`src/sv/phc_pkg.sv`:
```
`timescale 1ns / 1ps
`default_nettype none
// ----------------------------------------------------------------------------
// phc_pkg: shared types and constants of the packet header checker
// Holds the header geometry, status codes, register indexes and word layouts.
// ----------------------------------------------------------------------------
package phc_pkg;

    localparam int HDR_LEN    = 28;
    localparam int CNT_W      = 17;
    localparam int CFG_ADDR_W = 3;
    localparam int CFG_DATA_W = 17;
    localparam int OUTQ_DEPTH = 4;
    localparam int TDATA_W    = 184;

    localparam logic [CNT_W-1:0] CNT_MAX       = {CNT_W{1'b1}};
    localparam logic [31:0]      WIRE_MAGIC    = 32'h5446_4d50;
    localparam logic [7:0]       WIRE_VERSION  = 8'd1;

    localparam logic [7:0]       KIND_LO_RST   = 8'd1;
    localparam logic [7:0]       KIND_HI_RST   = 8'd8;
    localparam logic [15:0]      PAY_LIM_RST   = 16'd1024;
    localparam logic [CNT_W-1:0] PKT_LIM_RST   = 17'd1052;

    localparam logic [CFG_ADDR_W-1:0] REG_KIND_LO = 3'd0;
    localparam logic [CFG_ADDR_W-1:0] REG_KIND_HI = 3'd1;
    localparam logic [CFG_ADDR_W-1:0] REG_PAY_LIM = 3'd2;
    localparam logic [CFG_ADDR_W-1:0] REG_PKT_LIM = 3'd3;

    typedef enum logic [3:0] {
        ST_OK       = 4'd0,
        ST_SHORT    = 4'd1,
        ST_LONG     = 4'd2,
        ST_MAGIC    = 4'd3,
        ST_VERSION  = 4'd4,
        ST_KIND     = 4'd5,
        ST_FLAGS    = 4'd6,
        ST_LEN_MIS  = 4'd7,
        ST_PAY_BIG  = 4'd8,
        ST_ZERO_ID  = 4'd9
    } status_t;

    localparam logic RT_PAYLOAD = 1'b0;
    localparam logic RT_SUMMARY = 1'b1;

    typedef struct packed {
        logic [7:0]       kind_lo;
        logic [7:0]       kind_hi;
        logic [15:0]      pay_lim;
        logic [CNT_W-1:0] pkt_lim;
    } cfg_t;

    typedef struct packed {
        logic        result_type;
        logic [7:0]  payload_value;
        status_t     status;
        logic [7:0]  kind;
        logic [31:0] session_hash;
        logic [31:0] sender;
        logic [31:0] receiver;
        logic [31:0] cookie;
        logic [15:0] sequence_res;
        logic        binary_flag;
        logic [15:0] declared_len;
    } res_t;

    typedef struct packed {
        logic vld_a;
        logic vld_b;
    } push_t;

endpackage
`default_nettype wire

```
`src/sv/phc_check.sv`:
```
`timescale 1ns / 1ps
`default_nettype none
// ----------------------------------------------------------------------------
// phc_check: end-of-packet summary evaluation
// Runs the ordered header checks and builds the summary word.
// ----------------------------------------------------------------------------
module phc_check (
    input  wire logic [phc_pkg::HDR_LEN-1:0][7:0] hdr,
    input  wire logic [phc_pkg::CNT_W-1:0]        cnt,
    input  wire phc_pkg::cfg_t                    cfg,
    output phc_pkg::res_t                         summary
);

    logic [31:0]               magic;
    logic [7:0]                kind;
    logic [7:0]                flag_byte;
    logic [31:0]               session_hash;
    logic [31:0]               sender;
    logic [31:0]               receiver;
    logic [31:0]               cookie;
    logic [15:0]               seq_no;
    logic [15:0]               plen;
    logic [phc_pkg::CNT_W-1:0] body_len;
    phc_pkg::status_t          status;

    assign magic        = {hdr[0], hdr[1], hdr[2], hdr[3]};
    assign kind         = hdr[5];
    assign flag_byte    = hdr[6];
    assign session_hash = {hdr[8], hdr[9], hdr[10], hdr[11]};
    assign sender       = {hdr[12], hdr[13], hdr[14], hdr[15]};
    assign receiver     = {hdr[16], hdr[17], hdr[18], hdr[19]};
    assign seq_no       = {hdr[20], hdr[21]};
    assign plen         = {hdr[22], hdr[23]};
    assign cookie       = {hdr[24], hdr[25], hdr[26], hdr[27]};
    assign body_len     = cnt - phc_pkg::CNT_W'(phc_pkg::HDR_LEN);

    always_comb begin
        if (cnt < phc_pkg::CNT_W'(phc_pkg::HDR_LEN)) begin
            status = phc_pkg::ST_SHORT;
        end else if (cnt > cfg.pkt_lim) begin
            status = phc_pkg::ST_LONG;
        end else if (magic != phc_pkg::WIRE_MAGIC) begin
            status = phc_pkg::ST_MAGIC;
        end else if (hdr[4] != phc_pkg::WIRE_VERSION) begin
            status = phc_pkg::ST_VERSION;
        end else if (kind < cfg.kind_lo || kind > cfg.kind_hi) begin
            status = phc_pkg::ST_KIND;
        end else if (flag_byte[7:1] != 7'd0 || hdr[7] != 8'd0) begin
            status = phc_pkg::ST_FLAGS;
        end else if ({1'b0, plen} != body_len) begin
            status = phc_pkg::ST_LEN_MIS;
        end else if (plen > cfg.pay_lim) begin
            status = phc_pkg::ST_PAY_BIG;
        end else if (session_hash == 32'd0 || sender == 32'd0) begin
            status = phc_pkg::ST_ZERO_ID;
        end else begin
            status = phc_pkg::ST_OK;
        end
    end

    always_comb begin
        summary               = '0;
        summary.result_type   = phc_pkg::RT_SUMMARY;
        summary.status        = status;
        if (status == phc_pkg::ST_OK) begin
            summary.kind           = kind;
            summary.session_hash   = session_hash;
            summary.sender         = sender;
            summary.receiver       = receiver;
            summary.cookie         = cookie;
            summary.sequence_res   = seq_no;
            summary.binary_flag    = flag_byte[0];
            summary.declared_len   = plen;
        end
    end

endmodule
`default_nettype wire

```
`config.mk`:
```
export PLATFORM = sky130hd
export DESIGN_NAME = phc_check
export DESIGN_NICKNAME = d
export VERILOG_FILES = /design/src/sv/phc_pkg.sv /design/src/sv/phc_check.sv
export SDC_FILE = /design/constraint.sdc
export NUM_CORES = 1
export LEC_CHECK = 0
export BUFFER_PORTS_ARGS = -buffer_cell sky130_fd_sc_hd__buf_4
export CAP_MARGIN = 20
export CORE_AREA = 2 2 185 187
export DETAILED_ROUTE_END_ITERATION = 6
export DIE_AREA = 0 0 187 189
export GPL_ROUTABILITY_DRIVEN = 0
export SETUP_SLACK_MARGIN = 0.05
export SLEW_MARGIN = 20
export SYNTH_ARGS = -nofsm -noshare
export SYNTH_HDL_FRONTEND = slang
export SYNTH_SLANG_ARGS = --single-unit
export TNS_END_PERCENT = 20
```
`constraint.sdc`:
```
create_clock -name vclk -period 5.8
set_input_delay 0.29 -clock vclk [all_inputs]
set_output_delay 0.29 -clock vclk [all_outputs]
set_load 0.01 [all_outputs]
```
**Word level (Yosys, flattened, before mapping)**

Index checks and enable logic that the tools add are counted.

- Register bits: 0
- Output and inout bits: 182
- Logic and storage cells: 27
- Bits of input ports: 290

- $lt $le $gt $ge: 5
- Equality and inequality tests: 3
- Add/subtract/negate cells: 1
- Reduce and logical (&&, ||, !) cells: 8
- Mux-type cells: 10

Operators with widths:

| cell | count |
|---|---|
| 169-bit 2-to-1 mux | 1 |
| 32-bit logical NOT | 2 |
| 4-bit 2-to-1 mux | 9 |
| 32-bit by 31-bit inequality test with 1-bit output (second input constant) | 1 |
| 17-bit > comparator | 1 |
| 17-bit by 5-bit less-than comparator with 1-bit output (second input constant) | 1 |
| 16-bit by 17-bit inequality test with 1-bit output | 1 |
| 17-bit by 5-bit subtractor with 17-bit output (second input constant) | 1 |
| 16-bit > comparator | 1 |
| 8-bit > comparator | 1 |
| 8-bit less-than comparator | 1 |
| 8-bit by 1-bit inequality test with 1-bit output (second input constant) | 1 |
| 8-bit nonzero test | 1 |
| 7-bit nonzero test | 1 |
| 4-bit logical NOT | 1 |
| 1-bit logical OR | 3 |

**Logic depth before layout (Yosys ltp)**

- Depth after elaboration: 13
- Gate-level depth with buffers: 11
- Mapped depth without buffers: 9

**Worst setup path before layout**

Ideal clock, no wire load.

- Kind: input-to-output
- Start: input port cfg[7] in the netlist's numbering
- End: output port summary[100] in the netlist's numbering
- Data required time: 5.510 ns
- Arrival time: 3.087 ns
- Stages: 11
- Path slack: 2.423 ns
- Cells stage by stage: inv_1 -> ha_1 -> and3_1 -> a221o_1 -> a221o_1 -> or3_4 -> a211o_1 -> a311oi_4 -> buf_6 -> buf_8 -> and4_1

RTL lines:

| item | line | RTL |
|---|---|---|
| start: declaration | phc_check.sv:10 | `input wire phc_pkg::cfg_t cfg,` |
| end: declaration | phc_check.sv:11 | `output phc_pkg::res_t summary` |

==> summary.md <==
| Metric | Value |
|---|---|
| Status | complete, no violations |
| Initial Utilization | 0.1226 |
| Routed len/inst | roughly 19 µm |
| GRT Overall Usage | 0.1349 |
| Antenna violations before repair | 3 |
| Via/cell ratio | 4.466 |
| Layout area overhead | 90.77% |
| Part of the cycle the worst path needs | 0.7364 |
| Top-count cell post-synth | and4_1 |
| Max-Cap Viols | 0 |
| Post-synthesis instance total | between 500 and 600 |
| Largest net degree at the start of global routing | ~110 |
| First-pass GRT wire length | approximately 38 mm |
| Die Area | 0.03534 mm² |
| # clk buffers | 0 |
| Area occupied by multi-input gates | 0.003507 mm² |
| Synth Warn # | 0 |
| GRT overflow | 0 |
| Nets@finish | roughly 1300 |
| Hold-fix buffers, CTS | 0 |
| Post-CTS Setup Repair Bufs | 0 |
| Worst-margin pin slew | just over 1000 ps |
| Hold/Removal Path Class | input port to output pin |
| Vias | between 6000 and 7000 |
| Area share of the largest cell type after synthesis | 0.3671 |
| RSZ-0062 raised after global routing | no |
| DRT antenna net count | 0 |
| Fillers | about 3700 |
| Drt pass-1 iters | 4 |
| Cell taking the most area after synthesis | and4_1 |
| PortBufs | roughly 460 |
| Starting DRT DRC Count | 227 |
| WL final | approximately 26 mm |
| Worst EP required | roughly 5500 ps |
| Die W | ~190 µm |
| Crit end category | output pin |
| Hold Path Cell Cnt | 3 |
| Worst Setup EP | summary[98] |
| Placed inst area | 0.007784 mm² |
| Ports | ~470 |
| Synth top area cells | and4_1, ha_1, inv_1 |
| Seq/Total Area, Yosys | 0 |
| FFs & Latches | 0 |
| # DRC | 0 |
| Rows | 67 |
| Die height | ~190 µm |
| Avg Inst Size Synth | between 7 and 8 µm² |
| Crit path max fanout | approximately 110 |
| Number of diodes | 0 |
| Crit path from | cnt[2] |
| Final setup TNS | 0 ps |
| # setup viols final | 0 |
| Reg area | 0 µm² |
| Fmax | about 230 MHz |
| Setup crit start kind | input port |
| Final hold vios | 0 |
| Synth cell count leaders | and4_1, inv_1, ha_1 |
| Leakage | 0.004033 µW |
| HPWL after detailed placement | 21.68 mm |
| Mapped cell area | 0.004080 mm² |
| Core area | approximately 0.033 mm² |
| Post-CTS sizing | 0 |
| Crit Path Class | input port to output pin |
| Min Tclk post-route | around 4300 ps |
| PD cells | 46.12 mW/mm² |
| Vias in the first global route | roughly 6000 |
| WP data arrival | between 3000 and 4000 ps |
| Ratio of cells with drive above 1 in the final layout | 0.5170 |
| Slew HR | 0.3238 |
| Distinct cells, synth | 60 |
| Pins Over Slew Limit | 0 |
| Design Area, Final | a little under 0.008 mm² |
| Pwr Total | 359.0 µW |
| Peak VDD IR | about 28 µV |
==> area by class of cell <==
cell class | count | area share
timing repair buffer | 469 | 0.4523
multi-input combinational | 419 | 0.4506
tap | 448 | 0.07201
inverter | 52 | 0.02508
==> worst max-delay path: stages <==
cell and delay [ps]:
buf_4 140, ha_1 270, a211oi_4 410, a21oi_1 140, a311o_1 350, a221oi_2 400, nand3_2 230, o41ai_4 430
buf_4 670, and4_1 340, buf_4 140
==> metal layers <==
metal | GRT usage | wire length, µm | part of all wire | vias up
met5 | 0 | 36 | 0.0014 | -
met2 | 0.2449 | 12960 | 0.50 | 302
li1 | - | - | - | 2927
met3 | 0.02428 | 1687 | 0.065 | 20
met4 | 0.01618 | 361 | 0.014 | 6
met1 | 0.1701 | 10950 | 0.42 | 2944
==> report_power, final <==
part	total (µW)	switching (µW)	internal, µW
sequential	0	0	0
combinational	359	171	188
clock	0	0	0
total	359	171	188
==> stage by stage <==
step | cells | setup slack, ps | utilization | hold WS [ps]
floorplan | 534 | 2423 | - | 738.2
global placement | 1388 | 1681 | 0.2339 | 917.9
detailed placement | 1388 | 1602 | 0.2339 | 919.3
CTS | 1388 | 1589 | 0.2339 | 919.5
global route | 1388 | 1328 | 0.2339 | 928.7
finish | 1388 | 1529 | 0.2339 | 918.4
==> how the worst min path moves through the flow <==
stage	startpoint	end	slack (ps)
after floorplan	hdr[184]	summary[0]	740
after global placement	hdr[161]	summary[26]	920
after detailed placement	hdr[145]	summary[74]	920
after CTS	hdr[145]	summary[74]	920
after global routing	hdr[219]	summary[36]	930
final	hdr[145]	summary[74]	920
==> cells in the final DEF (no fill, tap or decap), types with 8 or more instances in the layout <==
| master | count |
|---|---|
| nor2_1 | 14 |
| xnor2_1 | 11 |
| nor4_1 | 24 |
| and4_1 | 171 |
| xor2_1 | 11 |
| ha_1 | 49 |
| nand2_1 | 11 |
| conb_1 | 9 |
| nand4_1 | 16 |
| nand3_1 | 8 |
| a21oi_1 | 9 |
| buf_4 | 469 |
| inv_1 | 52 |
==> logic make-up after synthesis <==
| group | after synthesis | synth area share |
|---|---|---|
| other cells | 2 | 0.001841 |
| xor+xnor | 22 | 0.04722 |
| fa+ha+maj | 49 | 0.1503 |
| compound gates | 58 | 0.1178 |
| buf+inv | 115 | 0.1496 |
| simple gates | 279 | 0.5278 |
| mux | 2 | 0.005519 |
Note: power is estimated with default switching activity, not from simulation.
